File: src/hw/rtl/rpn_pkg.sv
// ----------------------------------------------------------------------------
// rpn_pkg
// Shared types, widths and codes of the RPN stack evaluator.
// ----------------------------------------------------------------------------
package rpn_pkg;

  localparam int VAL_W               = 48;
  localparam int FRAC_W              = 16;
  localparam int MUL_W               = 2 * VAL_W;
  localparam int DIV_W               = VAL_W + FRAC_W;
  localparam int DEFAULT_STACK_DEPTH = 16;
  localparam int CMD_W               = 2;
  localparam int CHAR_W              = 8;
  localparam int STATUS_W            = 3;

  typedef logic [VAL_W-1:0] val_t;

  localparam val_t VAL_MAX = {1'b0, {(VAL_W-1){1'b1}}};
  localparam val_t VAL_MIN = {1'b1, {(VAL_W-1){1'b0}}};

  // Token kinds.
  localparam logic [CMD_W-1:0] CMD_PUSH = 2'd0;
  localparam logic [CMD_W-1:0] CMD_OP   = 2'd1;
  localparam logic [CMD_W-1:0] CMD_END  = 2'd2;

  // Status codes.
  localparam logic [STATUS_W-1:0] ST_OK    = 3'd0;
  localparam logic [STATUS_W-1:0] ST_COUNT = 3'd1;
  localparam logic [STATUS_W-1:0] ST_FULL  = 3'd2;
  localparam logic [STATUS_W-1:0] ST_UNDER = 3'd3;
  localparam logic [STATUS_W-1:0] ST_UNSUP = 3'd4;
  localparam logic [STATUS_W-1:0] ST_DIVZ  = 3'd5;
  localparam logic [STATUS_W-1:0] ST_QUIT  = 3'd6;

  // Operator characters.
  localparam logic [CHAR_W-1:0] CH_ADD     = 8'h2B;
  localparam logic [CHAR_W-1:0] CH_SUB     = 8'h2D;
  localparam logic [CHAR_W-1:0] CH_MUL     = 8'h2A;
  localparam logic [CHAR_W-1:0] CH_DIV     = 8'h2F;
  localparam logic [CHAR_W-1:0] CH_QUIT_LO = 8'h71;
  localparam logic [CHAR_W-1:0] CH_QUIT_UP = 8'h51;

endpackage

File: src/hw/rtl/rpn_stack_evaluator.sv
// ----------------------------------------------------------------------------
// rpn_stack_evaluator
// Evaluates tokenized reverse Polish expressions on signed Q31.16 values.
// ----------------------------------------------------------------------------
// Input items arrive on the s_axis channel: tuser carries the token kind
// (push, operator, end), tdata the operand and the operator character. Only
// end tokens produce an item on m_axis: tuser is the status, tdata the top of
// stack when the status is ok, else zero.
// The top of stack lives in a register; the entries below it live in a
// synchronous single-port-read memory, so an operator needs one memory read.
// Push, end and rejected tokens take only the idle state; add and subtract
// also pass the read state; multiply makes four passes through a shared
// 24 x 24 multiplier; divide runs the 64-step restoring divider that produces
// one quotient bit a cycle. An end result is registered onto m_axis when it is free.
// Reset empties the stack and clears the latched error; there is no clearing
// pass, stack entries are only read after they have been pushed.
// While m_axis is stalled, further pushes and operators are still taken; a
// second end token is held inside and s_axis_tready stays low until the first
// result has been taken.
// ----------------------------------------------------------------------------
module rpn_stack_evaluator import rpn_pkg::*; #(
  parameter int STACK_DEPTH = DEFAULT_STACK_DEPTH
) (
  input  logic                clk,
  input  logic                rst,
  input  logic                s_axis_tvalid,
  output logic                s_axis_tready,
  input  logic [55:0]         s_axis_tdata,  // operand_value[47:0], operator_char[55:48]
  input  logic [CMD_W-1:0]    s_axis_tuser,  // command[1:0]
  output logic                m_axis_tvalid,
  input  logic                m_axis_tready,
  output logic [VAL_W-1:0]    m_axis_tdata,  // value[47:0]
  output logic [STATUS_W-1:0] m_axis_tuser   // status[2:0]
);

  localparam int CW = $clog2(STACK_DEPTH + 1);
  localparam int AW = $clog2(STACK_DEPTH);

  localparam logic [2:0] S_IDLE = 3'd0;
  localparam logic [2:0] S_READ = 3'd1;
  localparam logic [2:0] S_MUL  = 3'd2;
  localparam logic [2:0] S_DIV  = 3'd3;
  localparam logic [2:0] S_HOLD = 3'd4;

  logic [2:0]          state;
  logic [CW-1:0]       count;
  logic [STATUS_W-1:0] lstat;
  val_t                top;
  logic [CHAR_W-1:0]   op_char;
  logic                res_neg;
  logic [STATUS_W-1:0] pend_status;
  val_t                pend_value;

  logic [CMD_W-1:0]    in_cmd;
  val_t                in_val;
  logic [CHAR_W-1:0]   in_ch;
  logic                accept, out_free, out_load;
  logic                is_quit, is_arith, is_div;
  logic [CW-1:0]       count_m1, count_m2;
  logic                mem_we, mem_re;
  val_t                rd_data;
  logic [VAL_W:0]      sum, diff;
  val_t                sum_sat, diff_sat;
  logic                mul_start, mul_done, div_start, div_done;
  logic [MUL_W-1:0]    prod;
  logic [DIV_W-1:0]    quot;
  val_t                mul_res, div_res;
  logic [STATUS_W-1:0] end_status;
  val_t                end_value;

  function automatic val_t mag48(input val_t v);
    mag48 = v[VAL_W-1] ? (~v + val_t'(1)) : v;
  endfunction

  // Applies a sign to a magnitude and clamps to the 48-bit range.
  function automatic val_t sat48(input logic neg, input logic over,
                                 input logic [VAL_W-2:0] m);
    if (over) begin
      sat48 = neg ? VAL_MIN : VAL_MAX;
    end else if (neg) begin
      sat48 = ~{1'b0, m} + val_t'(1);
    end else begin
      sat48 = {1'b0, m};
    end
  endfunction

  assign in_cmd = s_axis_tuser;
  assign in_val = s_axis_tdata[VAL_W-1:0];
  assign in_ch  = s_axis_tdata[VAL_W+CHAR_W-1:VAL_W];

  assign s_axis_tready = (state == S_IDLE);
  assign accept        = s_axis_tvalid && s_axis_tready;
  assign out_free      = !m_axis_tvalid || m_axis_tready;

  // The result register takes a new end item or the one held inside.
  assign out_load = out_free && ((accept && (in_cmd == CMD_END)) || (state == S_HOLD));

  assign is_quit  = (in_ch == CH_QUIT_LO) || (in_ch == CH_QUIT_UP);
  assign is_div   = (in_ch == CH_DIV);
  assign is_arith = (in_ch == CH_ADD) || (in_ch == CH_SUB) || (in_ch == CH_MUL) || is_div;

  assign count_m1 = count - CW'(1);
  assign count_m2 = count - CW'(2);

  // A push spills the old top into the memory; an operator fetches the
  // entry just below the top.
  assign mem_we = accept && (in_cmd == CMD_PUSH) && (lstat == ST_OK)
                  && (count < CW'(STACK_DEPTH)) && (count != '0);
  assign mem_re = accept && (in_cmd == CMD_OP) && (lstat == ST_OK) && !is_quit
                  && is_arith && (count >= CW'(2)) && !(is_div && (top == '0));

  rpn_stack_mem #(
    .DEPTH (STACK_DEPTH),
    .AW    (AW)
  ) u_mem (
    .clk   (clk),
    .we    (mem_we),
    .waddr (count_m1[AW-1:0]),
    .wdata (top),
    .re    (mem_re),
    .raddr (count_m2[AW-1:0]),
    .rdata (rd_data)
  );

  assign mul_start = (state == S_READ) && (op_char == CH_MUL);
  assign div_start = (state == S_READ) && (op_char == CH_DIV);

  rpn_mul u_mul (
    .clk   (clk),
    .rst   (rst),
    .start (mul_start),
    .a     (mag48(rd_data)),
    .b     (mag48(top)),
    .done  (mul_done),
    .prod  (prod)
  );

  rpn_div u_div (
    .clk      (clk),
    .rst      (rst),
    .start    (div_start),
    .dividend ({mag48(rd_data), {FRAC_W{1'b0}}}),
    .divisor  (mag48(top)),
    .done     (div_done),
    .quot     (quot)
  );

  assign sum  = {rd_data[VAL_W-1], rd_data} + {top[VAL_W-1], top};
  assign diff = {rd_data[VAL_W-1], rd_data} - {top[VAL_W-1], top};

  always_comb begin
    if (sum[VAL_W] != sum[VAL_W-1]) begin
      sum_sat = sum[VAL_W] ? VAL_MIN : VAL_MAX;
    end else begin
      sum_sat = sum[VAL_W-1:0];
    end
    if (diff[VAL_W] != diff[VAL_W-1]) begin
      diff_sat = diff[VAL_W] ? VAL_MIN : VAL_MAX;
    end else begin
      diff_sat = diff[VAL_W-1:0];
    end
  end

  // The product is scaled back by the fraction width; anything at or above
  // 2^47 after scaling saturates.
  assign mul_res = sat48(res_neg, |prod[MUL_W-1:VAL_W+FRAC_W-1],
                         prod[VAL_W+FRAC_W-2:FRAC_W]);
  assign div_res = sat48(res_neg, |quot[DIV_W-1:VAL_W-1], quot[VAL_W-2:0]);

  always_comb begin
    end_status = lstat;
    end_value  = '0;
    if (lstat == ST_OK) begin
      if (count == CW'(1)) begin
        end_value = top;
      end else begin
        end_status = ST_COUNT;
      end
    end
  end

  always_ff @(posedge clk) begin
    if (rst) begin
      state         <= S_IDLE;
      count         <= '0;
      lstat         <= ST_OK;
      m_axis_tvalid <= 1'b0;
    end else begin
      if (out_load) begin
        m_axis_tvalid <= 1'b1;
      end else if (m_axis_tvalid && m_axis_tready) begin
        m_axis_tvalid <= 1'b0;
      end
      case (state)
        S_IDLE: begin
          if (accept) begin
            case (in_cmd)
              CMD_PUSH: begin
                if (lstat == ST_OK) begin
                  if (count >= CW'(STACK_DEPTH)) begin
                    lstat <= ST_FULL;
                  end else begin
                    top   <= in_val;
                    count <= count + CW'(1);
                  end
                end
              end
              CMD_OP: begin
                if (lstat == ST_OK) begin
                  if (is_quit) begin
                    lstat <= ST_QUIT;
                  end else if (!is_arith) begin
                    lstat <= ST_UNSUP;
                  end else if (count < CW'(2)) begin
                    lstat <= ST_UNDER;
                  end else if (is_div && (top == '0)) begin
                    lstat <= ST_DIVZ;
                  end else begin
                    op_char <= in_ch;
                    state   <= S_READ;
                  end
                end
              end
              CMD_END: begin
                count <= '0;
                lstat <= ST_OK;
                if (out_free) begin
                  m_axis_tuser  <= end_status;
                  m_axis_tdata  <= end_value;
                end else begin
                  pend_status <= end_status;
                  pend_value  <= end_value;
                  state       <= S_HOLD;
                end
              end
              default: begin
              end
            endcase
          end
        end
        S_READ: begin
          res_neg <= rd_data[VAL_W-1] ^ top[VAL_W-1];
          case (op_char)
            CH_ADD: begin
              top   <= sum_sat;
              count <= count_m1;
              state <= S_IDLE;
            end
            CH_SUB: begin
              top   <= diff_sat;
              count <= count_m1;
              state <= S_IDLE;
            end
            CH_MUL: state <= S_MUL;
            default: state <= S_DIV;
          endcase
        end
        S_MUL: begin
          if (mul_done) begin
            top   <= mul_res;
            count <= count_m1;
            state <= S_IDLE;
          end
        end
        S_DIV: begin
          if (div_done) begin
            top   <= div_res;
            count <= count_m1;
            state <= S_IDLE;
          end
        end
        S_HOLD: begin
          if (out_free) begin
            m_axis_tuser  <= pend_status;
            m_axis_tdata  <= pend_value;
            state         <= S_IDLE;
          end
        end
        default: state <= S_IDLE;
      endcase
    end
  end

endmodule

File: src/hw/rtl/rpn_stack_mem.sv
// ----------------------------------------------------------------------------
// rpn_stack_mem
// Stack storage below the top entry: one write port, one registered read port.
// ----------------------------------------------------------------------------
module rpn_stack_mem import rpn_pkg::*; #(
  parameter int DEPTH = DEFAULT_STACK_DEPTH,
  parameter int AW    = $clog2(DEPTH)
) (
  input  logic          clk,
  input  logic          we,
  input  logic [AW-1:0] waddr,
  input  val_t          wdata,
  input  logic          re,
  input  logic [AW-1:0] raddr,
  output val_t          rdata
);

  val_t mem [DEPTH];

  always_ff @(posedge clk) begin
    if (we) begin
      mem[waddr] <= wdata;
    end
  end

  always_ff @(posedge clk) begin
    if (re) begin
      rdata <= mem[raddr];
    end
  end

endmodule

File: src/hw/rtl/rpn_mul.sv
// ----------------------------------------------------------------------------
// rpn_mul
// Unsigned 48 x 48 multiplier built from one 24 x 24 multiplier used in
// four passes, with a registered partial product and an accumulator.
// ----------------------------------------------------------------------------
module rpn_mul import rpn_pkg::*; (
  input  logic             clk,
  input  logic             rst,
  input  logic             start,
  input  val_t             a,
  input  val_t             b,
  output logic             done,
  output logic [MUL_W-1:0] prod
);

  localparam int HALF_W = VAL_W / 2;

  logic [HALF_W-1:0] a_lo, a_hi, b_lo, b_hi;
  logic [2:0]        step;
  logic              running;
  logic [VAL_W-1:0]  pp;
  logic [1:0]        pp_sh;
  logic [HALF_W-1:0] op_a, op_b;
  logic [1:0]        sh_sel;
  logic [MUL_W-1:0]  pp_ext;

  // Partial products in order: lo*lo, lo*hi, hi*lo, hi*hi.
  always_comb begin
    case (step[1:0])
      2'd0:    begin op_a = a_lo; op_b = b_lo; sh_sel = 2'd0; end
      2'd1:    begin op_a = a_lo; op_b = b_hi; sh_sel = 2'd1; end
      2'd2:    begin op_a = a_hi; op_b = b_lo; sh_sel = 2'd1; end
      default: begin op_a = a_hi; op_b = b_hi; sh_sel = 2'd2; end
    endcase
  end

  always_comb begin
    case (pp_sh)
      2'd0:    pp_ext = {{VAL_W{1'b0}}, pp};
      2'd1:    pp_ext = {{HALF_W{1'b0}}, pp, {HALF_W{1'b0}}};
      default: pp_ext = {pp, {VAL_W{1'b0}}};
    endcase
  end

  always_ff @(posedge clk) begin
    if (rst) begin
      running <= 1'b0;
      step    <= '0;
      done    <= 1'b0;
    end else begin
      done <= 1'b0;
      if (start) begin
        running <= 1'b1;
        step    <= '0;
      end else if (running) begin
        step <= step + 3'd1;
        if (step == 3'd4) begin
          running <= 1'b0;
          done    <= 1'b1;
        end
      end
    end
  end

  always_ff @(posedge clk) begin
    if (start) begin
      a_lo <= a[HALF_W-1:0];
      a_hi <= a[VAL_W-1:HALF_W];
      b_lo <= b[HALF_W-1:0];
      b_hi <= b[VAL_W-1:HALF_W];
      prod <= '0;
    end else if (running) begin
      if (step != 3'd4) begin
        pp    <= op_a * op_b;
        pp_sh <= sh_sel;
      end
      if (step != 3'd0) begin
        prod <= prod + pp_ext;
      end
    end
  end

endmodule

File: src/hw/rtl/rpn_div.sv
// ----------------------------------------------------------------------------
// rpn_div
// Restoring unsigned divider: 64-bit dividend by 48-bit divisor, one
// quotient bit per cycle.
// ----------------------------------------------------------------------------
module rpn_div import rpn_pkg::*; (
  input  logic             clk,
  input  logic             rst,
  input  logic             start,
  input  logic [DIV_W-1:0] dividend,
  input  val_t             divisor,
  output logic             done,
  output logic [DIV_W-1:0] quot
);

  localparam int CNT_W = $clog2(DIV_W + 1);

  logic [CNT_W-1:0] cnt;
  logic             running;
  logic [VAL_W-1:0] rem;
  val_t             dvs;
  logic [VAL_W:0]   shifted;
  logic [VAL_W+1:0] trial;

  assign shifted = {rem, quot[DIV_W-1]};
  assign trial   = {1'b0, shifted} - {2'b00, dvs};

  always_ff @(posedge clk) begin
    if (rst) begin
      running <= 1'b0;
      cnt     <= '0;
      done    <= 1'b0;
    end else begin
      done <= 1'b0;
      if (start) begin
        running <= 1'b1;
        cnt     <= CNT_W'(DIV_W);
      end else if (running) begin
        cnt <= cnt - CNT_W'(1);
        if (cnt == CNT_W'(1)) begin
          running <= 1'b0;
          done    <= 1'b1;
        end
      end
    end
  end

  always_ff @(posedge clk) begin
    if (start) begin
      rem  <= '0;
      dvs  <= divisor;
      quot <= dividend;
    end else if (running) begin
      // The remainder always stays below the divisor, so it fits in 48 bits.
      if (!trial[VAL_W+1]) begin
        rem  <= trial[VAL_W-1:0];
        quot <= {quot[DIV_W-2:0], 1'b1};
      end else begin
        rem  <= shifted[VAL_W-1:0];
        quot <= {quot[DIV_W-2:0], 1'b0};
      end
    end
  end

endmodule

File: config.mk
export PLATFORM = sky130hd
export DESIGN_NAME = rpn_stack_evaluator
export DESIGN_NICKNAME = d
export VERILOG_FILES = /design/src/hw/rtl/rpn_pkg.sv /design/src/hw/rtl/rpn_stack_evaluator.sv /design/src/hw/rtl/rpn_stack_mem.sv /design/src/hw/rtl/rpn_mul.sv /design/src/hw/rtl/rpn_div.sv
export SDC_FILE = /design/constraint.sdc
export NUM_CORES = 2
export LEC_CHECK = 0
export BUFFER_PORTS_ARGS = -buffer_cell sky130_fd_sc_hd__buf_4
export CORE_UTILIZATION = 58
export CTS_BUF_LIST = sky130_fd_sc_hd__clkbuf_4 sky130_fd_sc_hd__clkbuf_8
export DETAILED_ROUTE_END_ITERATION = 8
export PLACE_DENSITY = 0.74
export RECOVER_POWER = 50
export SYNTH_ARGS = -nofsm -noshare
export SYNTH_HDL_FRONTEND = slang
export SYNTH_HIERARCHICAL = 1
export SYNTH_SLANG_ARGS = --single-unit
File: constraint.sdc
create_clock -name clk -period 26.7 [get_ports clk]
set_input_delay 1.335 -clock clk [delete_from_list [all_inputs] [get_ports clk]]
set_output_delay 1.335 -clock clk [all_outputs]
set_load 0.01 [all_outputs]
==> results.yml <==
yosys:
  synth_seq_cells: 1403
  synth_seq_area_share: 0.433
  ys_dominant_reg_cell: "edfxtp_1"
  async_flop_share: 0
  synth_cells: 8561
  synth.area.top_cells: "edfxtp_1 40%, fa_1 10%, ha_1 5.8%"
  ys_warn_count: 6
  syn-cell-area_um2: 93300
  synth-edff-count: 1233
  syn_avg_cell_area_um2: 10.9
  netlist.area_leader.share: 0.397
  post-synth-top-area-cell: "edfxtp_1"
  ys_types: 109
grt:
  grt_pass1_wl_um: 450000
  grt_max_degree: 109
  antenna_found_initial: 18
  grt-ovfl-total: 0
  grt_util_all_layers: 0.376
  grt_pass1_vias: 69100
worst_setup_path:
  cp.arrival_ns: 12.15
  max_stage_delay_ns: 2.17
  crit_type: "flop to flop"
  critPathRequiredTime_ns: 27.39
  worstPathMaxFanout: 48
  cp-end-kind: "flop"
  cp-start-kind: "flop"
  slowest_stage: "clkbuf_1"
  rrSetupSlack_ns: 15.25
final_layout:
  fin_util: 0.633
  area_growth_pct: 8.01
  layout.nets: 9590
  final_area_um2: 101000
  fillers: 12600
  drive_gt1_frac: 0.115
die:
  ios: 115
  die-width_um: 403
  start_util: 0.586
  dieArea_um2: 162000
  die_h_um: 403
  core_um2: 159000
  rows: 146
detailed_routing:
  wirelength_um: 309000
  ant_nets: 0
  via_per_inst: 6.52
  first_pass_iters: 6
  drt-initial-drc-count: 9298
  route.detailed.drc: 0
  num_vias: 71400
  wl_per_cell_um: 28.2
clock_network:
  clock_path_buffers: 3
  cts_hold_buffers: 0
  cts_sinks: 1403
  root_buffer: "clkbuf_8"
  h-tree-depth: 4
  clk_pin_slew_ns: 0.06
  cts_resized: 0
  cts_tree: "yes"
  clock_latency_ns: 0.99
  cts_setup_buffers: 0
  cts_buffers: 228
power_and_ir_drop:
  p_leak_nw: 38.6
  cellPowerDensity_nw_per_um2: 66.7
  power_switching_w: 0.00236
  p_clk_frac: 0.288
  ir_worst_vdd_mv: 0.122
  p_int_w: 0.00436
  comb_power_share: 0.309
  p_seq_frac: 0.403
  p_total_w: 0.00672
  switching_share: 0.351
job:
  cap_violations: 17
sta:
  slew_viol_final: 827
  setup_viol: 0
  fin_crit_sh: 0.429
  max_slew.worst_pin.slew_ns: 4.55
  holdWs_ns: 0.458
  hold_viol: 0
  rsz0062_at_grt: "false"
  finalSetupTns_ns: 0
  fin_skew_ns: 0.113
  finalCriticalPeriod_ns: 11.45
  max_freq_mhz: 87.3
  slew_headroom: -2.05
outcome:
  violations: "max-capacitance violations, max-slew violations"
  status: "complete, but fails checks"
place:
  finalWeightedCongestion: 1.06
  dp_hpwl_um: 222000
  port_buffers: 114
  dpl-instance-area_um2: 96400
worst_hold_path:
  worstHoldPathType: "flop to flop"
## Yosys cell counts, drive strengths merged (13+ instances only)
| cell type | number |
|---|---|
| a211oi | 64 |
| a21boi | 17 |
| a21o | 108 |
| a21oi | 539 |
| a221oi | 31 |
| a22o | 34 |
| a22oi | 125 |
| a31oi | 44 |
| and2 | 74 |
| and3 | 29 |
| buf | 105 |
| clkbuf | 346 |
| dfxtp | 170 |
| edfxtp | 1233 |
| fa | 486 |
| ha | 434 |
| inv | 786 |
| mux2 | 163 |
| mux2i | 141 |
| mux4 | 192 |
| nand2 | 817 |
| nand2b | 60 |
| nand3 | 92 |
| nand3b | 15 |
| nand4 | 103 |
| nor2 | 720 |
| nor2b | 54 |
| nor3 | 168 |
| nor3b | 13 |
| nor4 | 73 |
| o211ai | 46 |
| o21a | 43 |
| o21ai | 418 |
| o21bai | 58 |
| o221ai | 16 |
| o22ai | 30 |
| o311ai | 14 |
| o31ai | 71 |
| o41ai | 14 |
| or2 | 33 |
| or3 | 56 |
| or4 | 33 |
| xnor2 | 256 |
| xor2 | 73 |
## cells in the final DEF (no fill, tap or decap), types with 72 or more instances in the layout
cell type	synthesis	final
a21o_1	108	108
a21oi_1	538	537
a22oi_1	124	124
buf_4	20	151
clkbuf_1	345	101
clkbuf_4	0	72
clkbuf_8	0	244
dfxtp_1	170	168
edfxtp_1	1233	1233
fa_1	486	486
ha_1	434	434
inv_1	785	784
mux2_2	163	162
mux2i_1	141	129
mux4_2	192	192
nand2_1	817	817
nand3_1	91	91
nand4_1	101	101
nor2_1	718	700
nor3_1	168	163
o21ai_0	379	378
xnor2_1	256	256
xor2_1	73	73
## per-layer routing
metal,up-vias,global-route usage,wire [um]
li1,30900,-,-
met1,35300,0.511,119000
met2,4434,0.580,138000
met3,811,0.0756,33300
met4,8,0.184,17700
met5,-,0,47
## cells by family (layout without fill, tap and decap cells)
logic type,after synthesis,after routing,synth area share
buf+inv,1238,1459,0.0517
fa+ha+maj,922,922,0.163
xor+xnor,329,329,0.0309
flops,1403,1403,0.433
simple gates,2373,2373,0.117
compound gates,1799,1799,0.123
other cells,1,34,0.0000402
mux,496,496,0.0812
## power by group through the flow
| stage | clock [W] | sequential, W | combinational [W] |
|---|---|---|---|
| floorplan | 0 | 0.00271 | 0.00132 |
| global placement | 0 | 0.00274 | 0.00196 |
| CTS | 0.00196 | 0.00270 | 0.00200 |
| global route | 0.00206 | 0.00271 | 0.00218 |
| detailed placement | 0 | 0.00274 | 0.00199 |
| finish | 0.00194 | 0.00271 | 0.00208 |
## metrics by stage
| step | setup slack, ns | instances |
|---|---|---|
| after global placement | 16.92 | 10500 |
| after floorplan | 13.40 | 8576 |
| after detailed placement | 17.14 | 10500 |
| after CTS | 17.17 | 10900 |
| final | 15.25 | 11000 |
| after global routing | 14.58 | 10900 |
## flip-flops by register name, indices dropped and copies added, names as in the netlist, 5 cells and up
name          count
u_mem/mem       768
u_mul/prod       96
u_div/quot       64
m_axis_tdata     48
pend_value       48
top              48
u_div/dvs        48
u_div/rem        48
u_mem/rdata      48
u_mul/pp         48
u_mul/a_hi       24
u_mul/a_lo       24
u_mul/b_hi       24
u_mul/b_lo       24
op_char           8
u_div/cnt         7
count             5
## critical path: cells and delay by family (launching register included)
family,cells,cell delay (ns)
flip-flops,1,0.41
buffers and inverters,8,2.58
AO/OA/AOI/OAI,5,1.48
adder cells (fa/ha/maj),9,4.24
AND/OR/NAND/NOR,6,1.35
multiplexers,1,0.98
XOR/XNOR,1,0.08
## layout make-up
cell class,instances,area (um2),area share
multi-input combinational,5935,48400,0.480
sequential,1403,40400,0.401
clock inverter,103,828,0.00822
clock buffer,316,3900,0.0387
tap,2146,2690,0.0266
inverter,787,2960,0.0293
antenna,18,45.0,0.000447
timing repair buffer,253,1530,0.0152
## final timing paths
kind              cells past startpoint          start             to
setup / recovery                     30  u_mul/step[0]   u_mul/pp[43]
hold / removal                        2  u_mul/prod[9]  u_mul/prod[9]
setup reg to reg                     30  u_mul/step[0]   u_mul/pp[43]
hold reg to reg                       2  u_mul/prod[9]  u_mul/prod[9]
Note: power is estimated with default switching activity, not from simulation.
